<file path="config.mk">
export PLATFORM = sky130hd
export DESIGN_NAME = fec_mix
export DESIGN_NICKNAME = d
export VERILOG_FILES = /design/src/rtl/fec_pkg.sv /design/src/rtl/fec_mix.sv
export SDC_FILE = /design/constraint.sdc
export NUM_CORES = 1
export LEC_CHECK = 0
export BUFFER_PORTS_ARGS = -buffer_cell sky130_fd_sc_hd__buf_2
export CAP_MARGIN = 25
export CORE_MARGIN = 3
export CORE_UTILIZATION = 64
export DETAILED_ROUTE_END_ITERATION = 10
export PLACE_DENSITY = 0.85
export SLEW_MARGIN = 40
export SYNTH_ARGS = -nofsm -noshare
export SYNTH_HDL_FRONTEND = slang
export SYNTH_SLANG_ARGS = --single-unit
</file>
<file path="constraint.sdc">
create_clock -name vclk -period 8.2
set_input_delay 1.23 -clock vclk [all_inputs]
set_output_delay 1.23 -clock vclk [all_outputs]
set_load 0.03 [all_outputs]
</file>
<file path="src/rtl/fec_pkg.sv">
// Shared types and constants of the feedback echo comb.
`timescale 1ns / 1ps

package fec_pkg;

	// Field widths of the sample stream
	localparam int SAMPLE_W = 8;
	localparam int DELAY_W  = 12;
	localparam int SEEN_W   = 12;

	// Saturation point of the per-channel sample counter
	localparam logic [SEEN_W-1:0] SEEN_MAX = 12'hFFF;

	// Reset value of the echo distance register
	localparam logic [DELAY_W-1:0] DELAY_RESET = 12'd1;

	// Mixer: 0.3 in Q0.16, offset folds the -128 bias, +128 midscale and rounding
	localparam int               MIX_W      = 24;
	localparam logic [MIX_W-1:0] GAIN_Q16   = 24'd19661;
	localparam logic [MIX_W-1:0] MIX_OFFSET = 24'd3388160;

	// Per-sample control decided at the front end
	typedef struct packed {
		logic pass;   // still inside the first D samples of the buffer
		logic dzero;  // zero echo distance: the input is its own echo
	} fec_ctl_t;

endpackage

</file>
<file path="src/rtl/fec_mix.sv">
// Echo mixer: 0.3*(x-128) + 0.3*(echo-128) + 128, rounded half up, or passthrough.
`timescale 1ns / 1ps

module fec_mix (
	input  logic [fec_pkg::SAMPLE_W-1:0] x,
	input  logic [fec_pkg::SAMPLE_W-1:0] yd,
	input  logic                         pass,
	output logic [fec_pkg::SAMPLE_W-1:0] y
);

	logic [fec_pkg::SAMPLE_W:0]    sum;
	logic [fec_pkg::MIX_W-1:0]     acc;

	// Sum stays within 13.4M, so the 24-bit accumulator never wraps
	always_comb begin
		sum = {1'b0, x} + {1'b0, yd};
		acc = fec_pkg::MIX_W'(sum) * fec_pkg::GAIN_Q16 + fec_pkg::MIX_OFFSET;
		y   = pass ? x : acc[fec_pkg::MIX_W-1 -: fec_pkg::SAMPLE_W];
	end

endmodule

</file>
* Yosys cells after proc, flatten, opt, wreduce, memory -nomap -nowiden
Cells that the tools add are included.
** Operators by class
- Add/sub/neg operators :: 2
- Multipliers :: 1
- Mux-type cells :: 1
** Operators by type and width (number)
- $add A24 B22 Y24 const B :: 1
- $mul A9 B15 Y24 const B :: 1
- $add A8 B8 Y9 :: 1
- $mux W8 :: 1
** Storage, ports and cells
- Register bits after elaboration :: 0
- Bits of input ports :: 17
- Output and inout port bits :: 8

* Depth between registers and ports, before layout
- Depth in word-level cells :: 4
- Gate-level depth with buffers :: 23
- Depth with buffers taken out :: 23

* Worst setup path before layout
Ideal clock, no wire load.
- Kind :: input-to-output
- Start :: input port x[0] in the netlist's numbering
- End :: output port y[3] in the netlist's numbering
- Arrival :: 6631 ps
- Required time :: 6970 ps
- Path slack :: 339 ps
- Stages on the path :: 22
- Buffers on the path :: 0
- Path through :: ha_1 -> fa_1 -> a211oi_2 -> o21bai_2 -> a21oi_4 -> o21bai_4 -> a21oi_4 -> inv_1 -> ha_1 -> inv_1 -> ha_1 -> fa_1 -> inv_1 -> fa_1 -> ha_1 -> ha_1 -> o211ai_1 -> o21ai_0 -> o21ai_2 -> o31ai_4 -> xnor2_1 -> o21ai_0
** Between the ends
- Cells in the longest elaborated chain, start to end :: 4
** RTL lines
- start, declared :: RTL line fec_mix.sv:5 : input logic [fec_pkg::SAMPLE_W-1:0] x,
- $add A8 B8 Y9 :: RTL line fec_mix.sv:16 : sum = {1'b0, x} + {1'b0, yd};
- $mul A9 B15 Y24 :: RTL line fec_mix.sv:17 : acc = fec_pkg::MIX_W'(sum) * fec_pkg::GAIN_Q16 + fec_pkg::MIX_OFFSET;
- $add A24 B22 Y24 :: RTL line fec_mix.sv:17
- $mux W8 :: RTL line fec_mix.sv:18 : y = pass ? x : acc[fec_pkg::MIX_W-1 -: fec_pkg::SAMPLE_W];
- end, declared :: RTL line fec_mix.sv:8 : output logic [fec_pkg::SAMPLE_W-1:0] y
Every way passes these cells.

* Worst setup path in the final report
- Start :: input port x[0] in the netlist's numbering
- End :: output port y[4] in the netlist's numbering
The elaborated chain is that of the path after synthesis.

==> out/qor.yml <==
run_status:
  status: "finished, final reports clean"
cells_and_area:
  n_clock_buffer: 0
  multi_input_comb_area_um2: 2510
  num-fill-cells: 291
  area_delta_synth_final_pct: 9.63
  fin_nets: 462
  seq_area_um2: 0
  n_sequential_cell: 0
  fin_cells: 388
  fin_area_um2: 2980
  final_util_pct: 73.4
  antenna_cells: 0
  layout-drive-gt1-share_pct: 14.8
die:
  core_area_um2: 4060
  dieArea_um2: 5060
  pin_count: 25
  die_w_um: 71.1
  die_h_um: 71.1
  start_util_pct: 66.9
  num_rows: 23
synth:
  synth_cell_types: 43
  synth_top_area_share_pct: 34.6
  avgSynthCellArea_um2: 8.76
  synth_area_leader_cell: "ha_1"
  synth_area_um2: 2720
  ys_top_cells_by_area: "ha_1, fa_1, inv_1"
  syn_inst: 310
  yosysWarnings: 0
  seq_area_frac_synth_pct: 0
  synth_fp_nets: 432
worst_setup_path:
  setup.worst_path.end: "y[4]"
  criticalPathCategory: "in -> out"
  cp.arrival_ns: 6.81
  crit_required_ns: 6.97
  startpoint: "x[0]"
  cp_max_fo: 5
  startpoint_type: "input port"
  worstSetupEndpointType: "output pin"
sta:
  rsz0062_at_grt: "true"
  fin_crit_ns: 8.04
  timing.final.crit_share_pct: 98.0
  finalHoldViolations: 0
  setup_viol: 0
  setup_tns_ns: 0
  fmax_mhz: 124
  drv_slew: 0
  worst_pin_slew_ns: 0.802
  max-slew-margin-rel_pct: 46.2
drt:
  wl_per_cell_um: 16.0
  ant_nets: 0
  routed_wirelength_mm: 6.21
  drcViolationCount: 0
  via_per_inst: 5.82
  first_pass_iters: 4
  vias: 2257
  first_iter_violations: 67
grt:
  grt_pass1_vias: 2340
  grt_overflow: 0
  antenna_found_initial: 0
  grt_usage_pct: 25.2
  grt_pass1_wl_mm: 10.4
  grt_max_degree: 23
place:
  gp_congestion: 0.956
  placed_cell_area_um2: 2920
  portBuffers: 25
  hpwl_mm: 5.44
  dp.cells: 386
flow_run:
  cap_viol_max_count: 0
worst_hold_path:
  hold_path.class: "in -> out"
metrics by stage:
stage	hold slack (ns)	setup slack (ns)
floorplan	2.73	0.339
global placement	2.86	0.158
detailed placement	2.85	0.0269
CTS	2.86	0.0245
global route	2.89	-0.0844
finish	2.86	0.161
worst min-delay path by stage:
| stage | cells past startpoint | slack [ns] | to | from |
|---|---|---|---|---|
| floorplan | 2 | 2.73 | y[7] | x[7] |
| global placement | 4 | 2.86 | y[6] | x[6] |
| detailed placement | 4 | 2.85 | y[6] | x[6] |
| CTS | 4 | 2.86 | y[6] | x[6] |
| global route | 4 | 2.89 | y[6] | x[6] |
| finish | 4 | 2.86 | y[6] | x[6] |
critical path, stage by stage:
cell	delay (ns)
buf_2	0.11
ha_1	0.23
fa_2	0.38
a211oi_2	0.25
o21bai_2	0.12
a21oi_4	0.21
buf_4	0.16
o21bai_4	0.06
a21oi_4	0.15
inv_1	0.09
ha_1	0.23
ha_1	0.20
or2_2	0.32
fa_1	0.51
fa_1	0.47
ha_1	0.30
ha_1	0.36
a21oi_1	0.21
o21a_1	0.16
o221a_2	0.21
o31ai_4	0.09
or4b_1	0.47
nand3_1	0.09
clkbuf_4	0.18
cell usage in the layout, fill, tap and decap left out, types with 2 or more instances in the layout:
cell,n
a21oi_4,2
fa_1,29
o211ai_1,2
mux2_4,2
ha_1,74
and2_1,4
nand3_1,8
a211oi_2,2
nor3b_1,2
inv_1,64
and3_1,2
nand4_1,5
nor3_1,9
or2_2,3
xor2_1,7
xnor2_1,12
buf_2,24
a21oi_1,17
nand2_1,17
o21ai_0,14
buf_4,5
nor2_1,8
synthesized netlist by cell type (2+ instances only):
| cell type | n |
|---|---|
| ha_1 | 75 |
| inv_1 | 64 |
| fa_1 | 30 |
| a21oi_1 | 17 |
| nand2_1 | 17 |
| o21ai_0 | 14 |
| xnor2_1 | 12 |
| nor3_1 | 9 |
| nand3_1 | 8 |
| nor2_1 | 8 |
| xor2_1 | 7 |
| and2_1 | 5 |
| nand4_1 | 5 |
| or2_2 | 3 |
| a211oi_1 | 2 |
| a21oi_4 | 2 |
| and3_1 | 2 |
| clkbuf_1 | 2 |
| mux2_4 | 2 |
| nor3b_1 | 2 |
| o211ai_1 | 2 |
cell type report:
type	count	area share (%)
Tap cell	50	2.10
Multi-Input combinational cell	244	84.3
Inverter	64	8.07
Timing Repair Buffer	30	5.55
timing repair:
item | 4_1_cts | 5_1_grt
endpoints found under the setup margin | 1 | 6
pin swaps | 0 | 2
gates resized for setup | 1 | 6
setup buffers | 0 | 2
cloned | 0 | 0
hold buffers | 0 | 0
cell families after synthesis:
family | after synthesis | share of synthesized area (%)
fa+ha+maj | 105 | 56.7
buf+inv | 66 | 9.12
xor+xnor | 20 | 6.73
compound gates | 52 | 14.0
simple gates | 64 | 12.0
mux | 3 | 1.47
routing by layer:
layer / vias up / part of all wire (%) / wire length [um] / GRT usage (%)
met2: 59 / 51 / 3160 / 46.2
met5: - / 0 / 0 / 0
li1: 1111 / - / - / -
met3: 16 / 2.8 / 173 / 0.994
met4: 0 / 3.8 / 239 / 7.52
met1: 1071 / 42 / 2640 / 31.9
Power is left out: the tool's default activity adds up to more than one toggle a clock period on the data nets, which glitch-free logic cannot reach.
