[src/rtl/fec_pkg.sv]
// Shared types and constants of the feedback echo comb.
`timescale 1ns / 1ps

package fec_pkg;

	// Field widths of the sample stream
	localparam int SAMPLE_W = 8;
	localparam int DELAY_W  = 12;
	localparam int SEEN_W   = 12;

	// Saturation point of the per-channel sample counter
	localparam logic [SEEN_W-1:0] SEEN_MAX = 12'hFFF;

	// Reset value of the echo distance register
	localparam logic [DELAY_W-1:0] DELAY_RESET = 12'd1;

	// Mixer: 0.3 in Q0.16, offset folds the -128 bias, +128 midscale and rounding
	localparam int               MIX_W      = 24;
	localparam logic [MIX_W-1:0] GAIN_Q16   = 24'd19661;
	localparam logic [MIX_W-1:0] MIX_OFFSET = 24'd3388160;

	// Per-sample control decided at the front end
	typedef struct packed {
		logic pass;   // still inside the first D samples of the buffer
		logic dzero;  // zero echo distance: the input is its own echo
	} fec_ctl_t;

endpackage

[src/rtl/fec_front.sv]
// Front end: per-channel write pointers, sample counters and delay-line read address.
`timescale 1ns / 1ps

module fec_front #(
	parameter int MAX_DELAY = 4096
) (
	input  logic                                clk,
	input  logic                                arst_n,
	input  logic                                acc,
	input  logic                                channel,
	input  logic                                start_of_buffer,
	input  logic [fec_pkg::DELAY_W-1:0]         echo_delay,
	output logic [$clog2(MAX_DELAY)-1:0]        rd_addr,
	output logic [$clog2(MAX_DELAY)-1:0]        wr_addr,
	output fec_pkg::fec_ctl_t                   ctl
);

	localparam int AW = $clog2(MAX_DELAY);
	localparam int SW = ((AW > fec_pkg::DELAY_W) ? AW : fec_pkg::DELAY_W) + 1;

	logic [AW-1:0]              wp_q   [2];
	logic [fec_pkg::SEEN_W-1:0] seen_q [2];

	logic [AW-1:0]              wp_cur;
	logic [AW-1:0]              wp_nxt;
	logic [fec_pkg::SEEN_W-1:0] seen_eff;
	logic [fec_pkg::SEEN_W-1:0] seen_nxt;
	logic [SW-1:0]              d_ext;
	logic [SW-1:0]              d_clamp;
	logic [SW-1:0]              wp_ext;
	logic [SW-1:0]              rd_full;

	// Echo distance, clamped to the delay-line length
	always_comb begin
		d_ext   = SW'(echo_delay);
		d_clamp = (d_ext > SW'(MAX_DELAY)) ? SW'(MAX_DELAY) : d_ext;
	end

	// Read address wp - D modulo the line length
	always_comb begin
		wp_cur = wp_q[channel];
		wp_ext = SW'(wp_cur);
		if (wp_ext >= d_clamp) begin
			rd_full = wp_ext - d_clamp;
		end else begin
			rd_full = wp_ext + SW'(MAX_DELAY) - d_clamp;
		end
		rd_addr = rd_full[AW-1:0];
		wr_addr = wp_cur;
		wp_nxt  = (wp_cur == AW'(MAX_DELAY - 1)) ? '0 : wp_cur + 1'b1;
	end

	// Passthrough decision; start of buffer restarts the count at this sample
	always_comb begin
		seen_eff  = start_of_buffer ? '0 : seen_q[channel];
		ctl.pass  = SW'(seen_eff) < d_clamp;
		ctl.dzero = (d_clamp == '0);
		seen_nxt  = (seen_eff < fec_pkg::SEEN_MAX) ? seen_eff + 1'b1 : seen_eff;
	end

	// Per-channel state advances on each accepted transaction
	always_ff @(posedge clk or negedge arst_n) begin
		if (!arst_n) begin
			wp_q[0]   <= '0;
			wp_q[1]   <= '0;
			seen_q[0] <= '0;
			seen_q[1] <= '0;
		end else if (acc) begin
			wp_q[channel]   <= wp_nxt;
			seen_q[channel] <= seen_nxt;
		end
	end

endmodule

[config.mk]
export PLATFORM = sky130hd
export DESIGN_NAME = fec_front
export DESIGN_NICKNAME = d
export VERILOG_FILES = /design/src/rtl/fec_pkg.sv /design/src/rtl/fec_front.sv
export SDC_FILE = /design/constraint.sdc
export NUM_CORES = 1
export LEC_CHECK = 0
export BUFFER_PORTS_ARGS = -buffer_cell sky130_fd_sc_hd__buf_4
export CAP_MARGIN = 20
export CORE_UTILIZATION = 47
export DETAILED_ROUTE_END_ITERATION = 16
export GPL_TIMING_DRIVEN = 0
export PLACE_DENSITY = 0.69
export SYNTH_ARGS = -nofsm -noshare
export SYNTH_HDL_FRONTEND = slang
export SYNTH_SLANG_ARGS = --single-unit
[constraint.sdc]
create_clock -name clk -period 4.2 [get_ports clk]
set_input_delay 0.84 -clock clk [delete_from_list [all_inputs] [get_ports clk]]
set_output_delay 0.84 -clock clk [all_outputs]
set_load 0.05 [all_outputs]
After elaboration in Yosys (flattened, before gate mapping)
Index checks and enable logic that the tools add are counted.
W data, S select, Z words.

word-level totals
  register bits = 48
  input bits = 17
  output and inout bits = 26
  word-level logic and storage cells = 34

operators by class
  add/sub/neg operators = 5
  $lt $le $gt $ge = 6
  equality and inequality tests = 1
  multiplexer cells = 15
  bitwise gates (word level) = 1
  reductions and logical operators = 2

operator list
  kind                     count
  $mux W12                 11
  $bwmux W24               2
  $add A12 B1 Y12 const B  3
  $sub A12 B12 Y12         2
  $ge A12 B13 Y1           1
  $gt A12 B13 Y1 const B   1
  $logic_not A13 Y1        1
  $lt A12 B13 Y1           1
  $mux W13                 1
  $demux W12 S1            1
  $eq A12 B12 Y1 const B   1
  $lt A12 B12 Y1 const B   1
  $ge A2 B2 Y1 const B     1
  $lt A2 B1 Y1 const B     1
  $not A1 Y2               1
  $logic_and A1 B1 Y1      1

Depth between registers and ports, before layout
  depth after elaboration = 8
  depth in mapped cells = 13
  gate-level depth less buffers = 9

Least setup slack after synthesis
OpenSTA, ideal clock, no wires.

  kind = input to output
  start point = input channel
  end point = output rd_addr[10]
  arrival = 4,703 ps
  data required time = 3,360 ps
  setup slack = -1,343 ps
  stages on the path = 12
  path buffers = 4
  cell sequence = buf_6 > buf_6 > buf_4 > buf_2 > mux2_2 > ha_1 > nor2b_1 > o21ai_0 > nand2b_1 > nand2_1 > a21oi_1 > o311ai_0

between the ends
  cells in the longest elaborated chain, start to end = 7
  elaborated cells on any way between the ends = 9
  classes of those cells = 3 x add/sub; 1 x order compare; 4 x mux; 1 x bitwise

ends and longest elaborated chain
  item                                           line             RTL
  from (decl)                                    fec_front.sv:10  input logic channel,
  $not A1 Y2 (implied by the code) *             fec_front.sv:41  wp_cur = wp_q[channel];
  $mux W12 (implied by the code) * (3 in a row)  fec_front.sv:41
  named net wr_addr[2]                           fec_front.sv:14  output logic [$clog2(MAX_DELAY)-1:0] wr_addr,
  $add A12 B1 Y12                                fec_front.sv:46  rd_full = wp_ext + SW'(MAX_DELAY) - d_clamp;
  $sub A12 B12 Y12                               fec_front.sv:46
  $mux W12 *                                     fec_front.sv:43  if (wp_ext >= d_clamp) begin
  to (decl)                                      fec_front.sv:13  output logic [$clog2(MAX_DELAY)-1:0] rd_addr,

Mark *: on every way through the listed nets, which the timed path passes. The rest lies on a longest branch. The select of a mux whose other input is x is not followed.

Worst setup path after layout
  start point = input channel
  end point = output rd_addr[9]

between the ends
  cells in the longest elaborated chain, start to end = 7
  elaborated cells on any way between the ends = 9
  classes of those cells = 3 x add/sub; 1 x order compare; 4 x mux; 1 x bitwise

ends and longest elaborated chain
  item                                           line
  $not A1 Y2 (implied by the code) *             fec_front.sv:41
  $mux W12 (implied by the code) * (3 in a row)  fec_front.sv:41
  $add A12 B1 Y12                                fec_front.sv:46
  $sub A12 B12 Y12                               fec_front.sv:46
  $mux W12 *                                     fec_front.sv:43

Mark *: on every way between the ends. The rest lies on a longest branch, timed or not. The select of a mux whose other input is x is not followed.

==> parameters.txt <==
Parameter                              Value

Outcome
  Run status ... complete, no violations

Floorplan
  Core area ... 7290 um^2
  Die ar. ... 7940 um^2
  Io pins ... 43
  Die Ht ... 89.1 um
  Initial cell density of the core ... 0.489
  FP Rows ... 31
  Horizontal extent of the die ... 89.1 um

Detailed routing
  Detail-routed net length per standard cell ... 17.3 um
  DRT Pass-1 Iters ... 4
  Via Count ... 3,126
  Via density per instance ... 5.76
  Remaining antenna violation count after routing ... 0
  Number of DRC violations after detailed-routing iteration 0 ... 140
  DRC violation count after routing ... 0
  Routed WL ... 9.41 mm

Synthesis
  Synthesized area ... 3570 um^2
  Commonest register cell after synthesis ... dfrtp_1
  Post-synthesis register bit count ... 48
  Number of distinct library cell variants in the gate-level netlist after synthesis ... 48
  Gate Count Post-Synth ... 394
  Number of nets produced by synthesis ... 439
  Fraction of registers with async set or reset after synthesis ... 1.00
  Fraction of the yosys area taken by sequential cells ... 0.337
  Number of synthesized flops with an enable pin ... 0
  Post-Synthesis Mean Instance Area ... 9.05 um^2
  Ys Warns ... 0
  Leading area contributor after synthesis ... dfrtp_1
  Biggest area contributors in the synthesized netlist ... dfrtp_1, ha_1, o21ai_0
  Area share of the largest cell type after synthesis ... 0.337

Setup path
  Cells on worst reg2reg path ... 9
  Category of the most critical setup path ... input port to output port
  Cell with the biggest individual delay on the critical path ... a311oi_2
  Most frequent cell on the critical path ... buf_6
  Data arrival at the endpoint of the critical path ... 3.26 ns
  Cells along the critical path ... buf_6 -> buf_12 -> buf_8 -> mux2i_4 -> inv_4 -> ha_1 -> nor2b_1 -> o21a_1 -> a311oi_2 -> a21o_1 -> o21ai_1 -> xor2_2 -> buf_6
  Number of buffer and inverter stages on the critical path ... 5
  Required time of the critical path ... 3.36 ns
  Category of the worst setup path launch point ... input port
  Largest fanout of any net on the critical path ... 19
  R2R Setup Slk ... 1.81 ns
  Crit. End Element ... output port
  Worst Setup SP ... channel
  Worst R2R Start ... seen_q[0]
  Crit path max-delay family ... compound AO/OA/AOI/OAI gates
  Biggest cell delay along the critical path ... 0.28 ns
  Endpoint of the worst register-to-register path ... seen_q[4]

Global routing
  Wire length of the first global-routing pass ... 15.6 mm
  Overall fraction of global-route tracks in use ... 0.261
  Pin count of the biggest net entering global routing ... 49
  Vias in the first global route ... 3,174
  Initial antenna violation count ... 0
  Remaining Overflow, GRT ... 0

CTS
  CTS H-tree lvls ... 2
  Number of clock buffers inserted by TritonCTS ... 5
  CTS root buf ... clkbuf_8
  CTS Hold Bufs ... 0
  TritonCTS clock tree ... built
  Clock latency reported for the late side of the worst-skew pair ... 0.31 ns
  Max Buffers Root-to-Sink ... 2
  Clock-pin transition on the worst setup and hold timing paths ... 0.09 ns
  Sink Count ... 48

Placed design
  Input/output buffers ... 40
  Post-DP HPWL ... 7.22 mm
  Cells after DPL ... 533
  Pre-CTS setup slack ... -0.171 ns
  Routability congestion estimate ... 0.908

Power
  Total Power ... 1.73 mW
  Pwr/cell area ... 410 nW/um^2
  Max IR drop VDD ... 279 uV
  Cell leakage power ... 2.04 nW

STA
  Final worst clock skew ... 0.00998 ns
  Worst-margin pin slew ... 0.681 ns
  Min setup slack post-route ... 0.0975 ns
  Crit share post-route ... 0.977
  Worst slew margin relative to its limit ... 0.546
  Count of endpoints failing setup in the final report ... 0
  Final setup TNS ... 0 ns
  Final worst path period need ... 4.10 ns
  Achievable clock frequency ... 0.244 GHz
  Final Hold Vio Count ... 0
  Final max-slew violation count ... 0

Hold path
  Hold Path End ... wp_q[18]
  Hold Path Stages ... 1
  Start point of the worst min-delay path ... wp_q[18]
  Worst Hold Class ... flop to flop

Layout
  Count of non-filler cells in the finished layout ... 543
  Synth-to-layout area growth ... 18.6%
  Net count of the finished layout ... 488
  Share of final-layout standard cells stronger than drive strength 1 ... 0.198
  Antenna diode count ... 0
  Finished Core Util ... 0.580

Flow run
  Max-cap viol count ... 0
worst register-to-register path, cell delays in order (launching register included):
cell,delay (ns)
dfrtp_1,0.38
mux2i_1,0.11
nor2_1,0.18
ha_1,0.35
nand4_1,0.19
a211oi_4,0.33
nand4_4,0.22
nand4_1,0.18
xor2_1,0.21
o21ai_0,0.11
worst max path at each step:
| stage | end | cells past startpoint |
|---|---|---|
| after floorplan | rd_addr[7] | 10 |
| after global placement | rd_addr[11] | 14 |
| after detailed placement | rd_addr[11] | 14 |
| after CTS | rd_addr[9] | 13 |
| after global routing | rd_addr[9] | 13 |
| final | rd_addr[9] | 13 |
per-layer routing:
| metal | vias to the layer above | routed length [um] | part of all wire | track usage |
|---|---|---|---|---|
| met5 | - | 0 | 0 | 0 |
| met4 | 0 | 86 | 0.0091 | 0.0678 |
| met3 | 6 | 329 | 0.035 | 0.0471 |
| met2 | 59 | 4780 | 0.51 | 0.452 |
| met1 | 1554 | 4220 | 0.45 | 0.336 |
| li1 | 1507 | - | - | - |
layout by cell type (no fill, tap or decap), types with 9 or more instances in the layout:
cell type   n
a21oi_1    15
buf_4      43
clkbuf_1   10
dfrtp_1    48
ha_1       27
inv_1      17
mux2_2     10
mux2i_1    15
nand2_1    53
nand3_1    17
nor2_1     18
o21ai_0    39
o21ai_1     9
xnor2_1    13
xor2_1     12
where the power goes:
group,total [mW],switching (mW),internal [mW]
sequential,0.569,0.0570,0.512
combinational,0.873,0.563,0.309
clock,0.292,0.158,0.134
sequential cells by signal (all words and copies together) (netlist names):
signal  flops
seen_q     24
wp_q       24
synth_stat cells (all sizes together), types with 2 or more instances:
library cell and instances:
nand2 53, dfrtp 48, o21ai 48, ha 27, inv 18, nor2 18
a21oi 17, nand3 17, mux2i 16, xnor2 15, xor2 14, mux2 10
clkbuf 9, nand4 8, nor2b 8, buf 7, nand3b 7, a21o 6
and3 6, o31ai 6, a211oi 4, nand2b 4, nor4 4, a311oi 2
a32oi 2, nor3 2, nor3b 2, o21a 2, o311ai 2
timing repair:
| item | in CTS | in global routing |
|---|---|---|
| pin swaps | 2 | 2 |
| gates resized for setup | 1 | 4 |
| endpoints found under the hold margin | 0 | 0 |
| setup endpoints to repair | 3 | 6 |
| setup buffers | 3 | 1 |
cell families (layout without fill, tap and decap cells):
logic type | count (synthesis) | after routing | synth area share
muxes | 26 | 26 | 0.0765
adders and majority gates | 28 | 28 | 0.100
buffers and inverters | 34 | 84 | 0.0449
and+or+nand+nor | 134 | 134 | 0.200
xor gates and xnor gates | 29 | 29 | 0.0712
DFF | 48 | 48 | 0.337
AOI/OAI and AO/OA | 95 | 95 | 0.171
final cells by class:
cell class	count	area, um^2
flip-flops and latches	48	1200
multi-input cells	312	2310
repair buffers	44	334
well taps	99	124
clock inverters	1	7.51
fillers	674	3060
inverters	18	70.1
clock buffers	7	86.3
plain buffers	14	96.3
per-stage QoR:
stage	instance area [um^2]	hold WS [ns]
6_report	4230	0.488
3_5_place_dp	4100	0.470
5_1_grt	4230	0.496
3_3_place_gp	4100	0.463
4_1_cts	4210	0.488
2_1_floorplan	3670	0.434
Power figures use the tool's default switching activity.
